`src/hw/rtl/emg_envelope_baseline_tracker_assert.svh`:
```
// Assertion macros for the EMG envelope and baseline tracker.
`ifndef EMG_ENVELOPE_BASELINE_TRACKER_ASSERT_SVH
`define EMG_ENVELOPE_BASELINE_TRACKER_ASSERT_SVH

// Checked on every rising edge, ignored while reset is held.
`define EBT_ASSERT(lbl, prop, msg) \
  lbl: assert property (@(posedge clk_i) disable iff (!rst_ni) (prop)) else $error(msg);

// Checked on every rising edge, reset included.
`define EBT_ASSERT_ALWAYS(lbl, prop, msg) \
  lbl: assert property (@(posedge clk_i) (prop)) else $error(msg);

`endif

```
`src/hw/rtl/emgebt_pkg.sv`:
```
// Shared types and fixed constants of the EMG envelope and baseline tracker.
`default_nettype none

package emgebt_pkg;

  localparam int unsigned RAW_W  = 16;
  localparam int unsigned CODE_W = 14;
  localparam int unsigned SUM_W  = 18;
  localparam int unsigned VAL_W  = 22;
  localparam int unsigned Q_W    = 16;

  localparam logic [RAW_W-1:0] OFFSET_RST = 16'd8191;

  // Q16 weights of 0.99 and 0.01, and the rounding half
  localparam logic [Q_W-1:0] W_OLD      = 16'd64881;
  localparam logic [Q_W-1:0] W_NEW      = 16'd655;
  localparam logic [Q_W-1:0] ROUND_HALF = 16'h8000;

  typedef struct packed {
    logic [RAW_W-1:0] raw_channel_a;
    logic [RAW_W-1:0] raw_channel_b;
  } in_t;

  typedef struct packed {
    logic [VAL_W-1:0] envelope_a;
    logic [VAL_W-1:0] envelope_b;
    logic [VAL_W-1:0] baseline_a;
    logic [VAL_W-1:0] baseline_b;
  } out_t;

endpackage

`default_nettype wire

```
`src/hw/rtl/emgebt_track.sv`:
```
// Per-channel envelope smoothing and adaptive baseline state.
`default_nettype none

module emgebt_track import emgebt_pkg::*; (
  input  wire logic             clk_i,
  input  wire logic             rst_ni,
  input  wire logic             upd_i,
  input  wire logic [VAL_W-1:0] mean_i,
  output logic      [VAL_W-1:0] env_o,
  output logic      [VAL_W-1:0] base_o
);

  localparam int unsigned BL_W = VAL_W + Q_W + 1;

  logic [VAL_W-1:0] smooth_q, smooth_d;
  logic [VAL_W-1:0] floor_q, floor_d;
  logic [VAL_W:0]   env_sum;
  logic [BL_W-1:0]  blend;

  always_comb begin
    env_sum  = {1'b0, smooth_q} + {1'b0, mean_i};
    smooth_d = env_sum[VAL_W:1];
    blend    = BL_W'(W_OLD) * BL_W'(floor_q) + BL_W'(W_NEW) * BL_W'(smooth_d)
             + BL_W'(ROUND_HALF);
    // drop straight to the envelope, otherwise creep up by the blend
    floor_d  = (floor_q > smooth_d) ? smooth_d : blend[Q_W +: VAL_W];
  end

  always_ff @(posedge clk_i or negedge rst_ni) begin
    if (!rst_ni) begin
      smooth_q <= '0;
      floor_q  <= '0;
    end else if (upd_i) begin
      smooth_q <= smooth_d;
      floor_q  <= floor_d;
    end
  end

  assign env_o  = smooth_d;
  assign base_o = floor_d;

endmodule

`default_nettype wire

```
`src/hw/rtl/emg_envelope_baseline_tracker.sv`:
```
// Top level of the two-channel EMG envelope and baseline tracker.
// Throughput: one input transfer per clock unless the output stalls; no gaps between windows.
// The path is input register, window accumulate, mean multiply, envelope update, result register.
// Reset clears all handshake state, sums, envelopes and baselines; the offset returns to 8191.
// No clearing pass after reset: the block takes an input transfer in the first cycle out of reset.
`default_nettype none

`include "emg_envelope_baseline_tracker_assert.svh"

module emg_envelope_baseline_tracker import emgebt_pkg::*; #(
  parameter int unsigned WINDOW = 20
) (
  input  wire logic             clk_i,
  input  wire logic             rst_ni,
  input  wire logic             cfg_we_i,
  input  wire logic [RAW_W-1:0] cfg_wdata_i,
  input  wire logic             in_valid_i,
  output logic                  in_ready_o,
  input  wire in_t              in_data_i,
  output logic                  out_valid_o,
  input  wire logic             out_ready_i,
  output out_t                  out_data_o
);

  // Window counter width; one bit still stands when the window is a single item.
  localparam int unsigned CNT_W = (WINDOW > 1) ? $clog2(WINDOW) : 1;
  localparam logic [CNT_W-1:0] CNT_LAST = CNT_W'(WINDOW - 1);

  // Mean = (sum * 256 + WINDOW/2) / WINDOW, done as a reciprocal multiply.
  // With n below 2^N_W and a shift of N_W + clog2(WINDOW) the ceiling
  // reciprocal gives the exact quotient, so no correction step is needed.
  localparam int unsigned N_W      = SUM_W + 8 + 1;
  localparam int unsigned MUL_W    = 28;
  localparam int unsigned PROD_W   = N_W + MUL_W;
  localparam int unsigned SHIFT    = N_W + $clog2(WINDOW);
  localparam int unsigned HALF_WIN = WINDOW / 2;
  localparam longint unsigned RECIP_L = ((64'd1 << SHIFT) + 64'(WINDOW) - 64'd1)
                                        / 64'(WINDOW);
  localparam logic [MUL_W-1:0] RECIP = MUL_W'(RECIP_L);

  // Magnitude of the signed 14-bit code taken from the top of the offset word.
  function automatic logic [CODE_W-1:0] abs_code(input logic [RAW_W-1:0] diff);
    logic [CODE_W-1:0] code;
    code = diff[RAW_W-1 -: CODE_W];
    return code[CODE_W-1] ? (~code + CODE_W'(1)) : code;
  endfunction

  // Accumulate with saturation at the top of the sum range.
  function automatic logic [SUM_W-1:0] sat_add(input logic [SUM_W-1:0]  sum,
                                               input logic [CODE_W-1:0] mag);
    logic [SUM_W:0] t;
    t = {1'b0, sum} + (SUM_W + 1)'(mag);
    return t[SUM_W] ? {SUM_W{1'b1}} : t[SUM_W-1:0];
  endfunction

  // ---------------------------------------------------------------- config
  logic [RAW_W-1:0] offset_q;

  always_ff @(posedge clk_i or negedge rst_ni) begin
    if (!rst_ni) begin
      offset_q <= OFFSET_RST;
    end else if (cfg_we_i) begin
      offset_q <= cfg_wdata_i;
    end
  end

  // ------------------------------------------------------ stage handshakes
  logic in_vld_q, fin_vld_q, mean_vld_q, out_vld_q;
  logic out_free, mean_free, fin_free;
  logic last, in_take, upd;
  logic [CNT_W-1:0] cnt_q;

  assign out_free  = !out_vld_q || out_ready_i;
  assign mean_free = !mean_vld_q || out_free;
  assign fin_free  = !fin_vld_q || mean_free;
  assign upd       = mean_vld_q && out_free;

  // Mid-window items retire in the accumulate stage; only the last item of
  // a window needs room further down.
  assign last       = (cnt_q == CNT_LAST);
  assign in_take    = in_vld_q && (!last || fin_free);
  assign in_ready_o = !in_vld_q || in_take;

  // --------------------------------------------------------- input register
  in_t in_q;

  always_ff @(posedge clk_i or negedge rst_ni) begin
    if (!rst_ni) begin
      in_vld_q <= 1'b0;
    end else if (in_ready_o) begin
      in_vld_q <= in_valid_i;
    end
  end

  always_ff @(posedge clk_i) begin
    if (in_valid_i && in_ready_o) begin
      in_q <= in_data_i;
    end
  end

  // ------------------------------------------------------ window accumulate
  logic [SUM_W-1:0]  sum_a_q, sum_b_q;
  logic [SUM_W-1:0]  sum_a_d, sum_b_d;
  logic [SUM_W-1:0]  fin_sum_a_q, fin_sum_b_q;

  always_comb begin
    sum_a_d = sat_add(sum_a_q, abs_code(in_q.raw_channel_a - offset_q));
    sum_b_d = sat_add(sum_b_q, abs_code(in_q.raw_channel_b - offset_q));
  end

  always_ff @(posedge clk_i or negedge rst_ni) begin
    if (!rst_ni) begin
      cnt_q   <= '0;
      sum_a_q <= '0;
      sum_b_q <= '0;
    end else if (in_take) begin
      if (last) begin
        // window complete: hand the sums on and start afresh
        cnt_q   <= '0;
        sum_a_q <= '0;
        sum_b_q <= '0;
      end else begin
        cnt_q   <= cnt_q + CNT_W'(1);
        sum_a_q <= sum_a_d;
        sum_b_q <= sum_b_d;
      end
    end
  end

  always_ff @(posedge clk_i or negedge rst_ni) begin
    if (!rst_ni) begin
      fin_vld_q <= 1'b0;
    end else if (fin_free) begin
      fin_vld_q <= in_take && last;
    end
  end

  always_ff @(posedge clk_i) begin
    if (in_take && last) begin
      fin_sum_a_q <= sum_a_d;
      fin_sum_b_q <= sum_b_d;
    end
  end

  // ------------------------------------------------------------ window mean
  logic [N_W-1:0]    n_a, n_b;
  logic [PROD_W-1:0] prod_a, prod_b;
  logic [VAL_W-1:0]  mean_a_q, mean_b_q;

  always_comb begin
    n_a    = N_W'({fin_sum_a_q, 8'b0}) + N_W'(HALF_WIN);
    n_b    = N_W'({fin_sum_b_q, 8'b0}) + N_W'(HALF_WIN);
    prod_a = PROD_W'(n_a) * PROD_W'(RECIP);
    prod_b = PROD_W'(n_b) * PROD_W'(RECIP);
  end

  always_ff @(posedge clk_i or negedge rst_ni) begin
    if (!rst_ni) begin
      mean_vld_q <= 1'b0;
    end else if (mean_free) begin
      mean_vld_q <= fin_vld_q;
    end
  end

  always_ff @(posedge clk_i) begin
    if (fin_vld_q && mean_free) begin
      mean_a_q <= prod_a[SHIFT +: VAL_W];
      mean_b_q <= prod_b[SHIFT +: VAL_W];
    end
  end

  // ------------------------------------------- envelope and baseline update
  logic [VAL_W-1:0] env_a, env_b, base_a, base_b;

  emgebt_track u_track_a (
    .clk_i  (clk_i),
    .rst_ni (rst_ni),
    .upd_i  (upd),
    .mean_i (mean_a_q),
    .env_o  (env_a),
    .base_o (base_a)
  );

  emgebt_track u_track_b (
    .clk_i  (clk_i),
    .rst_ni (rst_ni),
    .upd_i  (upd),
    .mean_i (mean_b_q),
    .env_o  (env_b),
    .base_o (base_b)
  );

  // -------------------------------------------------------- result register
  out_t out_q;

  always_ff @(posedge clk_i or negedge rst_ni) begin
    if (!rst_ni) begin
      out_vld_q <= 1'b0;
    end else if (out_free) begin
      out_vld_q <= mean_vld_q;
    end
  end

  always_ff @(posedge clk_i) begin
    if (upd) begin
      out_q.envelope_a <= env_a;
      out_q.envelope_b <= env_b;
      out_q.baseline_a <= base_a;
      out_q.baseline_b <= base_b;
    end
  end

  assign out_valid_o = out_vld_q;
  assign out_data_o  = out_q;

  // ------------------------------------------------------------- assertions
  `EBT_ASSERT(a_cnt_range, cnt_q <= CNT_LAST, "window counter past window end")
  `EBT_ASSERT(a_sum_clear, (in_take && last) |=> (sum_a_q == '0 && sum_b_q == '0),
              "sums not cleared after window end")
  `EBT_ASSERT(a_fin_hold, (fin_vld_q && !mean_free) |=> (fin_vld_q && $stable(fin_sum_a_q)),
              "window sum lost while mean stage stalled")
  `EBT_ASSERT(a_base_le_env, out_vld_q |-> (out_q.baseline_a <= out_q.envelope_a &&
              out_q.baseline_b <= out_q.envelope_b), "baseline above envelope")

endmodule

`default_nettype wire
```
`config.mk`:
```
export PLATFORM = sky130hd
export DESIGN_NAME = emg_envelope_baseline_tracker
export DESIGN_NICKNAME = d
export VERILOG_FILES = /design/src/hw/rtl/emgebt_pkg.sv /design/src/hw/rtl/emgebt_track.sv /design/src/hw/rtl/emg_envelope_baseline_tracker.sv
export VERILOG_INCLUDE_DIRS = /design/src /design/src/hw/rtl
export SDC_FILE = /design/constraint.sdc
export NUM_CORES = 2
export LEC_CHECK = 0
export BUFFER_PORTS_ARGS = -buffer_cell sky130_fd_sc_hd__buf_2
export CORE_MARGIN = 1
export CORE_UTILIZATION = 45
export DETAILED_ROUTE_END_ITERATION = 16
export PLACE_DENSITY = 0.72
export SYNTH_ARGS = -nofsm -noshare
export SYNTH_HDL_FRONTEND = slang
export SYNTH_SLANG_ARGS = --single-unit
```
`constraint.sdc`:
```
create_clock -name clk_i -period 11.51 [get_ports clk_i]
set_input_delay 2.302 -clock clk_i [delete_from_list [all_inputs] [get_ports clk_i]]
set_output_delay 2.302 -clock clk_i [all_outputs]
set_load 0.01 [all_outputs]
```
==> results.txt <==
----------------------------------------------------
[Route]
  Routed wire length on met3 ... 7240 µm
  Residual antenna-violating net count after detailed routing ... 0
  Max layer used ... met5
  DRT Wirelength ... 131000 µm
  DRT iter0 DRCs ... 1954
  Detail-routed via count per cell ... 5.23
  Detailed-routing wirelength on met1 ... 57400 µm
  Average wire per standard cell ... 18.6 µm
  Count of vias placed by the detailed router ... 36700
  Drt first pass iters ... 7
  Number of remaining DRC errors ... 0
  Met2 wirelength from detailed routing ... 62200 µm

[CTS]
  Post-CTS Setup Bufs ... 0
  H-tree depth ... 2
  Clock tree from TritonCTS ... built
  # clock sinks ... 349
  Clk Latency, worst-skew pair ... 650 ps
  Clock tree buffer depth ... 3
  Gates resized, CTS repair ... 0
  Clock root buffer master ... clkbuf_16
  Number of buffers inserted for hold repair after clock tree synthesis ... 0
  Number of buffers created by CTS ... 41
  Clock slew at the register clock pins of the worst setup and hold paths ... 70 ps

[Floorplanning]
  Starting density of the core ... 0.455
  Standard cell core area ... 0.120 mm²
  Die Span Y ... 351 µm
  Placement Rows ... 127
  Full die area ... 0.123 mm²
  Horiz. Die Dim ... 351 µm
  Num ports ... 143

[Setup path]
  Top cell family by delay on the critical path ... compound AO/OA/AOI/OAI gates
  Worst-path maximum fanout ... 6
  Stage delay of the slowest cell on the critical path ... 630 ps
  Critical Path Most Common Cell ... fa_1
  Kind of capture point of the worst setup path ... register
  Crit path buffers/inverters ... 5
  Critical path startpoint category ... register
  Required time at the endpoint of the critical path ... 12000 ps
  Arrival @ worst endpoint ... 10950 ps
  Critical-path top delay cell ... a211oi_1
  Crit Path Class ... reg -> reg

[STA]
  Post-Route Setup TNS ... 0 ps
  Actual slew at the worst max-slew pin ... 1270 ps
  Number of setup violations in the final report ... 0
  Fin Clk Skew ... 66.6 ps
  Fin crit share ... 0.909
  Hold Violations, Final ... 0
  Max Freq ... 0.0956 GHz
  Shortest period the worst path allows ... 10460 ps
  Remaining max-slew budget at the tightest pin ... 0.148
  Number of pins with negative max-slew slack in the final report ... 0
  Unrepaired setup endpoints after global routing ... no

[Cells and area]
  Area Growth Syn to Fin ... 7.83%
  Fraction of final layout cells with drive strength greater than 1 ... 0.0727
  Count of nets after finishing ... 7260
  Number of fillers in the final layout ... 10900

[Placement]
  Port Buffer Count ... 142
  Post-detail-place hpwl ... 109000 µm
  Gpl congestion ... 0.964

[Synth]
  Warnings, synthesis ... 0
  Library cell with the highest instance count after synthesis ... inv_1
  Post-synthesis sequential area ratio ... 0.178
  Biggest area contributors in the synthesized netlist ... fa_1 30%, ha_1 23%, edfxtp_1 11%
  Share of async-settable or async-resettable flops after synthesis ... 0.427
  Mapped Avg Cell Area ... 10.5 µm²
  Post-synthesis cell count ... 5191
  Count of flip-flops with a built-in enable after synthesis ... 200
  Post-synthesis register bit count ... 349
  Library cell occupying the most area in the post-synthesis netlist ... fa_1
  Main synth FF type ... edfxtp_1
  Commonest cells post-synth ... 1248 x inv_1, 1011 x ha_1, 824 x fa_1, 210 x nand2_1, 200 x edfxtp_1
  Area fraction of the dominant cell type after synthesis ... 0.302
  Area of the mapped netlist ... 0.0547 mm²
  Synthesized netlist net count ... 7079
  Count of distinct cell types in the synthesized netlist ... 93

[Min path]
  Tightest Hold Check Type ... reg -> reg

[Flow run]
  Max cap viols ... 0

[GRT]
  Number of antenna violations at the first check in global routing ... 3
  Total grt overflow ... 0
  Via count of the first global-routing pass ... 38900
  First-pass GRT wire length ... 209000 µm
  Pin count of the biggest net entering global routing ... 89
  Overall global routing resource usage ... 0.219

[Status]
  Run status ... finished, final reports clean

----------------------------------------------------
## per-stage QoR
stage / cell area [µm²] / instances / setup slack, ps / hold WS (ps) / utilization
floorplan: 54700 / 5191 / 2630 / 448 / -
global placement: 57600 / 6941 / 1410 / 458 / 0.479
detailed placement: 57600 / 6941 / 1160 / 471 / 0.479
CTS: 59000 / 7017 / 1090 / 487 / 0.491
global route: 59000 / 7018 / 358 / 520 / 0.491
finish: 59000 / 7018 / 1050 / 487 / 0.491
## cell type report
cell class | count | area [µm²] | area share
tap | 1612 | 2020 | 0.0342
multi-input combinational | 3543 | 40000 | 0.679
antenna | 1 | 2.50 | 0.0000424
clock inverter | 25 | 294 | 0.00499
inverter | 1251 | 4700 | 0.0797
sequential | 349 | 9750 | 0.165
timing repair buffer | 186 | 1050 | 0.0178
clock buffer | 51 | 1100 | 0.0187
## cell usage in the layout, fill, tap and decap left out, drive strengths merged, types with 23 or more instances in the layout
cell    instances
xor2           70
or2            35
a22o           32
edfxtp        200
a21oi         181
inv          1258
clkbuf         51
nand3          49
a211oi         26
dfrtp         136
buf           186
a21o           97
o21a           38
nand4          23
fa            824
ha           1011
nand2         211
mux2i          25
xnor2         145
nor2          150
o21ai         198
nor3           48
o21bai         24
and2           26
mux2           54
nor2b          42
nand2b         28
## routing by layer
| layer | up-vias | GRT usage |
|---|---|---|
| met5 | - | 0 |
| met4 | 2 | 0.0592 |
| met3 | 195 | 0.0292 |
| met2 | 939 | 0.371 |
| met1 | 18300 | 0.292 |
| li1 | 17300 | - |
## registers in the layout (all words and copies together), names as in the netlist, 5 cells and up
name and count:
in_q 32, u_track_b.smooth_q 22, mean_a_q 22, cnt_q 5, u_track_a.floor_q 22, fin_sum_b_q 18, offset_q 16, mean_b_q 22
out_data_o 88, sum_b_q 18, u_track_b.floor_q 22, u_track_a.smooth_q 22, fin_sum_a_q 18, sum_a_q 18
## worst register-to-register path, delay by kind of cell (launching register included)
family                   cells  cell delay [ps]
AO/OA/AOI/OAI               18             4130
adder cells (fa/ha/maj)      9             4070
AND/OR/NAND/NOR              2              540
buffers and inverters        5              480
XOR/XNOR                     1              400
flip-flops                   1              370
multiplexers                 1              310
## kinds of logic after synthesis
family,synth area share
compound gates,0.0869
xor+xnor,0.0349
fa+ha+maj,0.533
buf+inv,0.0899
flops,0.178
mux,0.0162
simple gates,0.0607
## worst paths after layout
path,slack [ps],from,cells after the start,to
setup reg to reg,1050,mean_b_q[2]$_DFFE_PP_,36,u_track_b.floor_q[19]$_DFFE_PN0P_
hold / removal,490,u_track_a.smooth_q[16]$_DFFE_PN0P_,2,u_track_a.smooth_q[16]$_DFFE_PN0P_
setup / recovery,1050,mean_b_q[2]$_DFFE_PP_,36,u_track_b.floor_q[19]$_DFFE_PN0P_
max in group asynchronous,7890,rst_ni,3,u_track_b.smooth_q[7]$_DFFE_PN0P_
hold reg to reg,490,u_track_a.smooth_q[16]$_DFFE_PN0P_,2,u_track_a.smooth_q[16]$_DFFE_PN0P_
min in group asynchronous,1630,rst_ni,1,offset_q[14]$_DFFE_PN0P_
Power is left out: the tool's default activity adds up to more than one toggle a clock period on the data nets, which glitch-free logic cannot reach.
